[config.mk]
export PLATFORM = sky130hd
export DESIGN_NAME = top_down_region_allocator_top
export DESIGN_NICKNAME = d
export VERILOG_FILES = /design/src/rtl/tdra_pkg.sv /design/src/rtl/tdra_cell.sv /design/src/rtl/tdra_ctrl.sv /design/src/rtl/top_down_region_allocator_top.sv
export SDC_FILE = /design/constraint.sdc
export NUM_CORES = 2
export LEC_CHECK = 0
export ABC_AREA = 0
export ABC_CLOCK_PERIOD_IN_PS = 6600
export BUFFER_PORTS_ARGS = -buffer_cell sky130_fd_sc_hd__buf_2
export CAP_MARGIN = 20
export CORE_MARGIN = 4
export CORE_UTILIZATION = 59
export CTS_CLUSTER_SIZE = 8
export DETAILED_ROUTE_END_ITERATION = 8
export HOLD_SLACK_MARGIN = 0.15
export PLACE_DENSITY = 0.78
export SYNTH_ARGS = -nofsm -noshare
export SYNTH_HDL_FRONTEND = slang
export SYNTH_SLANG_ARGS = --single-unit
export TNS_END_PERCENT = 5
[constraint.sdc]
create_clock -name clk -period 6.6 [get_ports clk]
set_input_delay 1.32 -clock clk [delete_from_list [all_inputs] [get_ports clk]]
set_output_delay 1.32 -clock clk [all_outputs]
set_load 0.1 [all_outputs]
[src/rtl/tdra_pkg.sv]
// ----------------------------------------------------------------------------
// Region allocator package
// Shared widths, constants, status codes and the slot record carried around
// the ring of slot cells.
// ----------------------------------------------------------------------------
package tdra_pkg;

	// Sizing of the slot ring and the page granule (a power of two).
	localparam int SLOT_COUNT = 16;
	localparam int PAGE_BYTES = 4096;

	// Field widths.
	localparam int ADDR_W   = 38;
	localparam int LEN_IN_W = 32;
	localparam int LEN_W    = 31;
	localparam int RND_W    = 32;
	localparam int PROT_W   = 3;
	localparam int FLAGS_W  = 2;
	localparam int OFFS_W   = 32;
	localparam int FILE_W   = 7;
	localparam int SLOT_W   = 4;
	localparam int STATUS_W = 2;

	// Ring position and pass counter widths.
	localparam int IDX_W  = (SLOT_COUNT > 1) ? $clog2(SLOT_COUNT) : 1;
	localparam int PASS_W = $clog2(SLOT_COUNT + 1);

	// Reset value of the upper end of the placement area.
	localparam logic [ADDR_W-1:0] TOP_RESET = 38'd274877898752;

	// Low bits that are rounded away to reach a page boundary.
	localparam logic [RND_W-1:0] PAGE_MASK = RND_W'(PAGE_BYTES - 1);

	// Result status codes.
	typedef enum logic [STATUS_W-1:0] {
		ST_GRANT   = 2'd0,
		ST_BAD_ARG = 2'd1,
		ST_NO_SLOT = 2'd2,
		ST_NO_ROOM = 2'd3
	} status_t;

	// Contents of one slot.
	typedef struct packed {
		logic [ADDR_W-1:0]  slot_start;
		logic [LEN_W-1:0]   slot_length;
		logic [PROT_W-1:0]  slot_protection;
		logic [FLAGS_W-1:0] slot_flags;
		logic [OFFS_W-1:0]  slot_offset;
		logic [FILE_W-1:0]  slot_file;
	} slot_rec_t;

	// Ring control from the sequencer to the cells.
	typedef struct packed {
		logic             shift;
		logic             load;
		logic [IDX_W-1:0] idx;
	} ring_ctl_t;

endpackage

[src/rtl/tdra_cell.sv]
// ----------------------------------------------------------------------------
// Slot cell
// Holds one slot record. While the ring turns it takes the record of its
// neighbor; when selected for a grant it takes the new record instead.
// ----------------------------------------------------------------------------
module tdra_cell (
	input  logic                clk,
	input  logic                shift,
	input  logic                load,
	input  tdra_pkg::slot_rec_t nbr_rec,
	input  tdra_pkg::slot_rec_t new_rec,
	output tdra_pkg::slot_rec_t rec
);
	import tdra_pkg::*;

	slot_rec_t rec_q;

	// A grant write wins over the ring shift; the two never coincide.
	always_ff @(posedge clk) begin
		if (load) begin
			rec_q <= new_rec;
		end else if (shift) begin
			rec_q <= nbr_rec;
		end
	end

	assign rec = rec_q;

endmodule

[src/rtl/tdra_ctrl.sv]
// ----------------------------------------------------------------------------
// Allocator sequencer
// Checks the request, rounds the length, then scans the slot ring one record
// per cycle with a single overlap comparator, moving the candidate below a used
// region it meets and running another pass, and finally records the grant.
// ----------------------------------------------------------------------------
module tdra_ctrl (
	input  logic                                  clk,
	input  logic                                  arst_n,
	input  logic                                  start,
	input  logic signed [tdra_pkg::LEN_IN_W-1:0]  request_length,
	input  logic        [tdra_pkg::PROT_W-1:0]    protection,
	input  logic        [tdra_pkg::FLAGS_W-1:0]   map_flags,
	input  logic signed [tdra_pkg::OFFS_W-1:0]    file_offset,
	input  logic        [tdra_pkg::FILE_W-1:0]    file_id,
	input  logic                                  file_valid,
	input  logic        [tdra_pkg::ADDR_W-1:0]    top_address,
	input  tdra_pkg::slot_rec_t                   head_rec,
	output logic                                  busy,
	output logic                                  done,
	output logic        [tdra_pkg::STATUS_W-1:0]  status,
	output logic        [tdra_pkg::ADDR_W-1:0]    region_address,
	output logic        [tdra_pkg::SLOT_W-1:0]    slot_index,
	output tdra_pkg::ring_ctl_t                   ring_ctl,
	output tdra_pkg::slot_rec_t                   new_rec
);
	import tdra_pkg::*;

	typedef enum logic [3:0] {
		S_IDLE  = 4'b0001,
		S_PREP  = 4'b0010,
		S_SCAN  = 4'b0100,
		S_WRITE = 4'b1000
	} fsm_t;

	fsm_t                  state_q;
	logic [SLOT_COUNT-1:0] in_use_q;
	logic [IDX_W-1:0]      phase_q;
	logic [IDX_W-1:0]      free_idx_q;
	logic [IDX_W-1:0]      free_idx;
	logic                  free_found;
	logic [PASS_W-1:0]     pass_q;
	logic                  moved_q;
	logic                  abort_q;
	logic [RND_W-1:0]      rounded_q;
	logic [RND_W-1:0]      rounded_in;
	logic [ADDR_W-1:0]     rounded_ext;
	logic [ADDR_W-1:0]     addr_q;
	logic [ADDR_W-1:0]     addr_end_q;
	slot_rec_t             req_q;
	logic                  accept;
	logic                  arg_bad;
	logic [ADDR_W:0]       slot_end;
	logic                  hit;
	logic                  fits_below;
	logic                  last_slot;
	logic                  moved_now;
	logic                  abort_now;
	logic                  done_next;
	logic                  done_q;
	status_t               res_status_q;
	logic [ADDR_W-1:0]     res_addr_q;
	logic [SLOT_W-1:0]     res_slot_q;

	// Handshake and argument checks.
	assign busy    = (state_q != S_IDLE);
	assign accept  = start && !busy;
	assign arg_bad = (request_length <= 32'sd0) || !file_valid;

	// Round the length up to a whole page.
	assign rounded_in  = (RND_W'(unsigned'(request_length)) + PAGE_MASK) & ~PAGE_MASK;
	assign rounded_ext = {{(ADDR_W-RND_W){1'b0}}, rounded_q};

	// Lowest-numbered free slot.
	always_comb begin
		free_found = 1'b0;
		free_idx   = '0;
		for (int i = SLOT_COUNT - 1; i >= 0; i--) begin
			if (!in_use_q[i]) begin
				free_found = 1'b1;
				free_idx   = IDX_W'(i);
			end
		end
	end

	// Overlap test of the candidate against the record at the head of the ring.
	assign slot_end   = {1'b0, head_rec.slot_start}
		+ {{(ADDR_W+1-LEN_W){1'b0}}, head_rec.slot_length};
	assign hit        = !(moved_q || abort_q) && in_use_q[phase_q]
		&& ({1'b0, addr_q} < slot_end) && (addr_end_q > head_rec.slot_start);
	assign fits_below = (head_rec.slot_start >= rounded_ext);
	assign last_slot  = (phase_q == IDX_W'(SLOT_COUNT - 1));
	assign moved_now  = moved_q || (hit && fits_below);
	assign abort_now  = abort_q || (hit && !fits_below);

	// Result strobe: raised in the cycle after each state that ends a request.
	always_comb begin
		case (state_q)
			S_IDLE:  done_next = accept && (arg_bad || !free_found);
			S_PREP:  done_next = (rounded_ext > top_address);
			S_SCAN:  done_next = last_slot && abort_now;
			S_WRITE: done_next = 1'b1;
			default: done_next = 1'b0;
		endcase
	end

	// Ring control: turn during the scan, write the free slot on a grant.
	assign ring_ctl.shift = (state_q == S_SCAN);
	assign ring_ctl.load  = (state_q == S_WRITE);
	assign ring_ctl.idx   = free_idx_q;

	// New record for the granted slot.
	always_comb begin
		new_rec            = req_q;
		new_rec.slot_start = addr_q;
	end

	// Sequencer and slot occupancy.
	always_ff @(posedge clk or negedge arst_n) begin
		if (!arst_n) begin
			state_q  <= S_IDLE;
			in_use_q <= '0;
			phase_q  <= '0;
			pass_q   <= '0;
			moved_q  <= 1'b0;
			abort_q  <= 1'b0;
			done_q   <= 1'b0;
		end else begin
			done_q <= done_next;
			case (state_q)
				S_IDLE: begin
					if (accept && !arg_bad && free_found) begin
						state_q <= S_PREP;
					end
				end
				S_PREP: begin
					if (rounded_ext > top_address) begin
						state_q <= S_IDLE;
					end else begin
						state_q <= S_SCAN;
						phase_q <= '0;
						pass_q  <= '0;
						moved_q <= 1'b0;
						abort_q <= 1'b0;
					end
				end
				S_SCAN: begin
					phase_q <= last_slot ? '0 : phase_q + 1'b1;
					// At the end of a pass the ring is back in slot order.
					if (last_slot) begin
						if (abort_now) begin
							state_q <= S_IDLE;
						end else if (moved_now && (pass_q != PASS_W'(SLOT_COUNT))) begin
							pass_q  <= pass_q + 1'b1;
							moved_q <= 1'b0;
						end else begin
							state_q <= S_WRITE;
						end
					end else if (hit) begin
						if (fits_below) begin
							moved_q <= 1'b1;
						end else begin
							abort_q <= 1'b1;
						end
					end
				end
				S_WRITE: begin
					in_use_q[free_idx_q] <= 1'b1;
					state_q              <= S_IDLE;
				end
				default: begin
					state_q <= S_IDLE;
				end
			endcase
		end
	end

	// Request, candidate and result words.
	always_ff @(posedge clk) begin
		case (state_q)
			S_IDLE: begin
				if (accept) begin
					res_status_q          <= arg_bad ? ST_BAD_ARG : ST_NO_SLOT;
					res_addr_q            <= '0;
					res_slot_q            <= '0;
					rounded_q             <= rounded_in;
					free_idx_q            <= free_idx;
					req_q.slot_start      <= '0;
					req_q.slot_length     <= request_length[LEN_W-1:0];
					req_q.slot_protection <= protection;
					req_q.slot_flags      <= map_flags;
					req_q.slot_offset     <= file_offset;
					req_q.slot_file       <= file_id;
				end
			end
			S_PREP: begin
				res_status_q <= ST_NO_ROOM;
				res_addr_q   <= '0;
				res_slot_q   <= '0;
				addr_q       <= top_address - rounded_ext;
				addr_end_q   <= top_address;
			end
			S_SCAN: begin
				// Move the candidate just below the region it overlaps.
				if (hit && fits_below) begin
					addr_q     <= head_rec.slot_start - rounded_ext;
					addr_end_q <= head_rec.slot_start;
				end
			end
			S_WRITE: begin
				res_status_q <= ST_GRANT;
				res_addr_q   <= addr_q;
				res_slot_q   <= SLOT_W'(free_idx_q);
			end
			default: begin
				res_status_q <= ST_NO_ROOM;
			end
		endcase
	end

	assign done           = done_q;
	assign status         = res_status_q;
	assign region_address = res_addr_q;
	assign slot_index     = res_slot_q;

endmodule

[src/rtl/top_down_region_allocator_top.sv]
// ----------------------------------------------------------------------------
// Top-down region allocator
// Places each requested region below a programmable top address, first fit
// from the top, and records it in a free slot of a ring of slot cells.
// ----------------------------------------------------------------------------
// Usage:
//   Request channel: drive the request word and raise start; it is taken at a
//   rising edge where start is high and busy is low.
//   Result channel: done is high for exactly one cycle with status,
//   region_address and slot_index. The receiver cannot stall it.
//   Configuration: cfg_we writes cfg_wdata into the top address at the edge.
//   Sequence: a bad argument or a full slot table is answered in the cycle after
//   the word is taken. Otherwise the word passes through a prepare state, P scan
//   passes (P from 1 to SLOT_COUNT + 1) and a write state before a grant; out of
//   room found in a pass ends after that pass, an early out of room after prepare.
//   Throughput: one word at a time; the ring of SLOT_COUNT cells turns past a
//   single overlap comparator once per pass. busy is low again in the cycle
//   that shows done.
//   Reset: all slots are free, the top address returns to its reset value,
//   and the block is idle at once.
// ----------------------------------------------------------------------------
module top_down_region_allocator_top (
	input  logic                                  clk,
	input  logic                                  arst_n,
	input  logic                                  start,
	output logic                                  busy,
	input  logic signed [tdra_pkg::LEN_IN_W-1:0]  request_length,
	input  logic        [tdra_pkg::PROT_W-1:0]    protection,
	input  logic        [tdra_pkg::FLAGS_W-1:0]   map_flags,
	input  logic signed [tdra_pkg::OFFS_W-1:0]    file_offset,
	input  logic        [tdra_pkg::FILE_W-1:0]    file_id,
	input  logic                                  file_valid,
	output logic                                  done,
	output logic        [tdra_pkg::STATUS_W-1:0]  status,
	output logic        [tdra_pkg::ADDR_W-1:0]    region_address,
	output logic        [tdra_pkg::SLOT_W-1:0]    slot_index,
	input  logic                                  cfg_we,
	input  logic        [tdra_pkg::ADDR_W-1:0]    cfg_wdata
);
	import tdra_pkg::*;

	logic [ADDR_W-1:0] top_q;
	ring_ctl_t         ring_ctl;
	slot_rec_t         new_rec;
	slot_rec_t         rec [SLOT_COUNT];

	// Top address register.
	always_ff @(posedge clk or negedge arst_n) begin
		if (!arst_n) begin
			top_q <= TOP_RESET;
		end else if (cfg_we) begin
			top_q <= cfg_wdata;
		end
	end

	// Ring of slot cells; cell 0 is the head seen by the comparator.
	for (genvar i = 0; i < SLOT_COUNT; i++) begin : g_cell
		tdra_cell u_cell (
			.clk     (clk),
			.shift   (ring_ctl.shift),
			.load    (ring_ctl.load && (ring_ctl.idx == IDX_W'(i))),
			.nbr_rec (rec[(i + 1) % SLOT_COUNT]),
			.new_rec (new_rec),
			.rec     (rec[i])
		);
	end

	// Sequencer with the overlap comparator.
	tdra_ctrl u_ctrl (
		.clk            (clk),
		.arst_n         (arst_n),
		.start          (start),
		.request_length (request_length),
		.protection     (protection),
		.map_flags      (map_flags),
		.file_offset    (file_offset),
		.file_id        (file_id),
		.file_valid     (file_valid),
		.top_address    (top_q),
		.head_rec       (rec[0]),
		.busy           (busy),
		.done           (done),
		.status         (status),
		.region_address (region_address),
		.slot_index     (slot_index),
		.ring_ctl       (ring_ctl),
		.new_rec        (new_rec)
	);

endmodule

### Word level (Yosys, flattened, before mapping)

Cells that the tools add are included.

| word-level totals | value |
|---|---|
| register bits after elaboration | 2097 |
| input bits | 119 |

| cells by class | value |
|---|---|
| add/sub/neg operators | 6 |
| magnitude comparators | 8 |
| equality and inequality tests | 37 |
| mux-type cells | 104 |
| bitwise logic cells | 2 |
| reduce and logical (&&, ||, !) cells | 70 |

Operators by type and width:

| cell | number |
|---|---|
| 113-bit 2-to-1 mux | 32 |
| 38-bit case mux with 2 select lines | 2 |
| 38-bit 2-to-1 mux | 3 |
| 38-bit case mux with 3 select lines | 1 |
| 38-bit by 32-bit subtractor with 38-bit output | 2 |
| 4-bit 2-to-1 mux | 15 |
| 4-bit == test, second input constant | 10 |
| 38-bit by 31-bit adder with 39-bit output | 1 |
| 38-bit by 39-bit < comparator with 1-bit output | 1 |
| 38-bit by 32-bit greater-or-equal comparator with 1-bit output | 1 |
| 32-bit by 38-bit > comparator with 1-bit output | 1 |
| 38-bit > comparator | 1 |
| 2-bit nonzero test | 17 |
| 32-bit by 12-bit adder with 32-bit output, second input constant | 1 |
| 32-bit by 1-bit <= comparator with 1-bit output, second input constant | 1 |
| 1-bit logical AND | 28 |
| 1-bit 2-to-1 mux | 28 |
| 4-bit case mux with 3 select lines | 2 |
| 4-bit by 3-bit == test with 1-bit output, second input constant | 5 |
| 5-bit 2-to-1 mux | 4 |
| 16-bit OR | 1 |
| 3-bit 2-to-1 mux | 5 |
| 4-bit by 2-bit == test with 1-bit output, second input constant | 3 |
| 2-bit by 1-bit != test with 1-bit output, second input constant | 6 |
| other kinds (30) | 56 |

### Depth between registers and ports, before layout

| depth | value |
|---|---|
| word-level depth | 20 |
| gate-level depth with buffers | 22 |
| depth with buffers taken out | 22 |

### Modules after synthesis

Synthesis repeated with hierarchy kept, for this count alone.

| unflattened totals | value |
|---|---|
| cells, all modules | 5400 |
| area, all modules | 97076.9 sq um |

Modules (own cells, without submodules):

| module | instances | cells each | area each (sq um) | sequential area each (sq um) |
|---|---|---|---|---|
| tdra_cell | 16 | 240 | 5008.6 | 3393.3 |
| tdra_ctrl | 1 | 1457 | 15298.4 | 7018.0 |
| top_down_region_allocator_top | 1 | 103 | 1641.6 | 982.2 |

### Worst setup path before layout

Ideal clock, no wire load.

| path | value |
|---|---|
| path type | reg-to-reg |
| from | register g_cell[0].u_cell.rec_q (netlist bit g_cell[0].u_cell.rec[75]) |
| to | register u_ctrl.addr_end_q[0] (enable) |
| data arrival time | 5.378 ns |
| data required time | 6.180 ns |
| slack | 0.802 ns |
| cell stages (with the launch flop) | 22 |
| path buffers | 0 |
| clock period less this slack | 5.798 ns |
| path through | edfxtp_1 > ha_1 > inv_1 > fa_1 > nor2b_1 > o31ai_1 > a211oi_1 > o21ai_0 > nand2_1 > a31oi_1 > o211ai_1 > nand3_1 > xnor2_1 > ha_1 > a21o_1 > a211oi_1 > o21ai_0 > a311o_1 > nor3_1 > o311ai_0 > nor2_1 > a21o_1 |

| between the ends | value |
|---|---|
| longest elaborated chain between the ends | 7 |
| elaborated cells between the ends (all ways) | 9 |

RTL lines:

| what | line | source |
|---|---|---|
| from (decl) | tdra_cell.sv:16 | `slot_rec_t rec_q;` |
| from (signal assigned) | tdra_cell.sv:21 | `rec_q <= new_rec;` |
| from (signal assigned) | tdra_cell.sv:23 | `rec_q <= nbr_rec;` |
| 38-bit by 31-bit adder with 39-bit output | tdra_ctrl.sv:88 | `+ {{(ADDR_W+1-LEN_W){1'b0}}, head_rec.slot_length};` |
| 38-bit by 39-bit < comparator with 1-bit output | tdra_ctrl.sv:90 | `&& ({1'b0, addr_q} < slot_end) && (addr_end_q > head_rec.slot_start);` |
| 1-bit logical AND (2 in a row) | tdra_ctrl.sv:90 |  |
| 1-bit logical AND (*) | tdra_ctrl.sv:205 | `if (hit && fits_below) begin` |
| 2-bit by 1-bit != test with 1-bit output (no source line) (*) | n/a |  |
| 2-bit AND reduction (no source line) (*) | n/a |  |
| to (signal assigned) | tdra_ctrl.sv:201 | `addr_end_q <= top_address;` |
| to (signal assigned) | tdra_ctrl.sv:207 | `addr_end_q <= head_rec.slot_start;` |
| to (decl) | tdra_ctrl.sv:49 | `logic [ADDR_W-1:0] addr_end_q;` |

Every way passes the cells marked *; elsewhere a longest branch is shown, timed or not.
A chain may end at the register's enable or synchronous reset.

### Worst setup path after layout

| path | value |
|---|---|
| from | register g_cell[0].u_cell.rec_q (netlist bit g_cell[0].u_cell.rec[75]) |
| to | register u_ctrl.addr_end_q[7] (enable) |

Same word-level chain as after synthesis.

==> results_dict.tcl <==
set metrics [dict create \
    io_pins 165 \
    cellPowerDensity_nw_per_um2 296 \
    drive_gt1_share_pct 38.4 \
    grtUsageTotal_pct 28.6 \
    synth_area_per_cell_um2 15.8 \
    fp.dieH_um 331 \
    avgRoutedWirePerCell_um 28.3 \
    synth_fp_nets 4163 \
    nFillCells 7029 \
    seq_area_frac_synth_pct 64.9 \
    synth_top_area_share_pct 62.0 \
    clkLatencyLatePin_ns 0.79 \
    critPathCaptureType "flop" \
    cts_tree "built" \
    period_minus_slack_ns 6.24 \
    synth_ff_type "edfxtp_1" \
    synth_edf_count 1267 \
    antenna_left 0 \
    nNetsFinal 4303 \
    design.die.area_um2 109000 \
    setup_viol 0 \
    grt_pass1_vias 34900 \
    critPathLaunchType "flop" \
    drcViolationCount 0 \
    synth_largest_area_cell "edfxtp_1" \
    final_core_util_pct 66.5 \
    path_delay_family "compound AO/OA/AOI/OAI gates" \
    viasPerCell 6.36 \
    max_slew_margin_pct 27.8 \
    crit_chain "ha_1 -> inv_1 -> fa_1 -> nor2b_1 -> o31ai_1 -> a211oi_1 -> o21ai_0 -> nand2_1 -> a31oi_1 -> o211ai_1 -> buf_4 -> nand3_1 -> xnor2_1 -> ha_1 -> a211oi_1 -> o21ai_0 -> a41oi_1 -> or4_4 -> o311ai_0 -> nor2_1 -> a21o_2 -> buf_12" \
    crit_fanout 25 \
    vdd_drop_max_v 0.000341 \
    worstPathArrival_ns 6.75 \
    htreeDepth 4 \
    final_cell_area_um2 68800 \
    cts_setup_buffers 0 \
    initial_utilization_pct 59.4 \
    fin_skew_ns 0.0315 \
    grt_max_degree 71 \
    row_count 118 \
    seqPwrFrac_pct 48.5 \
    max_freq_mhz 160 \
    cts_root_buf "clkbuf_16" \
    cts_sinks 1337 \
    first_pass_iters 6 \
    p_sw_share_pct 25.9 \
    cts-resized-gates 0 \
    worstPathRequired_ns 7.11 \
    clkPwrFrac_pct 42.2 \
    grt_pass1_wl_um 228000 \
    fin_crit_sh_pct 94.5 \
    wirelength_um 155000 \
    p_comb_share_pct 9.4 \
    numCtsBuffers 185 \
    p_int_mw 15.1 \
    synthTopCellsByArea "edfxtp_1, mux2_2, ha_1" \
    synth.most_common_cell "edfxtp_1" \
    status "finished clean" \
    synth_common_cells "edfxtp_1, mux2_2, clkbuf_1" \
    clkSlewWorstSetupHoldPaths_ns 0.06 \
    worst-setup-path-type "flop to flop" \
    maxSlewViolCount 0 \
    core_um2 103000 \
    place_congestion 0.961 \
    rsz0062_at_grt "no" \
    hold_viol 0 \
    die_x_um 331 \
    power.switching_mw 5.28 \
    syn_to_final_growth_pct 12.0 \
    ys_async_sr_fraction_pct 5.24 \
    crit_buf_inv 3 \
    multiInputGateArea_um2 20600 \
    yosys_register_bits 1337 \
    slowest_delay_ns 0.66 \
    fin_setup_tns_ns 0 \
    port_buffers 120 \
    ys_warn_count 0 \
    grt_overflow_total 0 \
    cpMaxStageDelayCell "o311ai_0" \
    dr.first_iter.drc_count 3345 \
    p_leak_nw 19.0 \
    hpwl_um 97100 \
    hp-class "input pin to asynchronous set/reset pin" \
    clockBufferDepth 3 \
    syn_inst 3892 \
    power_mw 20.4 \
    synth_area_um2 61400 \
    vias 34900 \
    grt_antenna_before_repair 7 \
    yosysUniqueCellTypes 69 \
    seqCellArea_um2 39800 \
    ctsHoldBuffers 0 \
    dpl_cell_area_um2 63600 \
    drv_cap 0 \
    tightest_slew_ns 1.08 \
]
## power by group through the flow
stage,logic (mW),registers [mW],clock network (mW)
floorplan,0.799,10.6,0
global placement,1.88,10.0,0
detailed placement,1.90,10.0,0
CTS,1.91,9.87,8.70
global route,2.02,9.90,9.09
finish,1.91,9.87,8.59
## placed cells by master (no fill, tap or decap), drive strengths merged, types with 22 or more instances in the layout
| cell type | instances |
|---|---|
| nand2 | 163 |
| mux2 | 1125 |
| nand4 | 22 |
| inv | 93 |
| and2 | 47 |
| a21o | 53 |
| ha | 149 |
| nand3 | 41 |
| dfrtp | 44 |
| a21oi | 98 |
| xnor2 | 60 |
| nor2 | 71 |
| xor2 | 33 |
| o21ai | 111 |
| nand2b | 30 |
| edfxtp | 1267 |
| dfstp | 26 |
| clkbuf | 254 |
| buf | 178 |
## per-stage QoR
step	hold slack [ns]	std cells	setup WS, ns
final	0.467	5495	0.362
after global routing	0.464	5490	0.0654
after CTS	0.498	5489	0.479
after detailed placement	0.490	5224	0.509
after global placement	0.471	5223	0.449
after floorplan	0.451	3892	0.802
## kinds of logic after synthesis
logic type      synth area share [%]
flops                           64.9
mux                             21.0
simple gates                    3.96
compound gates                  3.72
buf+inv                         1.93
fa+ha+maj                       3.14
xor+xnor                        1.33
## area by class of cell
cell class	count	area share (%)
flip-flops and latches	1337	57.9
multi-input cells	2239	30.0
clock buffers	254	7.17
inverters	91	0.497
diodes	5	0.0182
well taps	1380	2.51
clock inverters	11	0.308
repair buffers	178	1.59
## flip-flops by register name, summed over array words and instances, names as in the netlist
signal	count
u_ctrl.free_idx_q	4
u_ctrl.phase_q	4
u_ctrl.new_rec	31
u_ctrl.moved_q	1
u_ctrl.done	1
u_ctrl.status	2
u_ctrl.abort_q	1
top_q	38
g_cell.u_cell.rec	1104
u_ctrl.pass_q	5
u_ctrl.slot_index	4
u_ctrl.in_use_q	16
u_ctrl.rounded_q	20
u_ctrl.state_q	4
u_ctrl.addr_q	26
u_ctrl.region_address	38
u_ctrl.addr_end_q	38
## final timing paths
check,depth (start not counted),start,slack [ns],to
worst max-delay path,22,g_cell[0].u_cell.rec[75],0.36,u_ctrl.addr_end_q[7]
worst min-delay path,1,arst_n,0.47,u_ctrl.in_use_q[2]
worst max register to register,22,g_cell[0].u_cell.rec[75],0.36,u_ctrl.addr_end_q[7]
worst min register to register,1,u_ctrl.pass_q[4],0.51,u_ctrl.pass_q[4]
max in group asynchronous,2,arst_n,5.45,top_q[35]
min in group clk,1,u_ctrl.pass_q[4],0.51,u_ctrl.pass_q[4]
## metal layers
metal	global-route usage [%]	vias to the layer above	wire length, µm
met5	0	-	27
met4	9.22	4	4870
met3	5.09	279	12100
met2	45.3	1462	72900
met1	40.6	17900	65400
li1	-	15200	-
No activity file was read; power rests on OpenSTA's default activity.
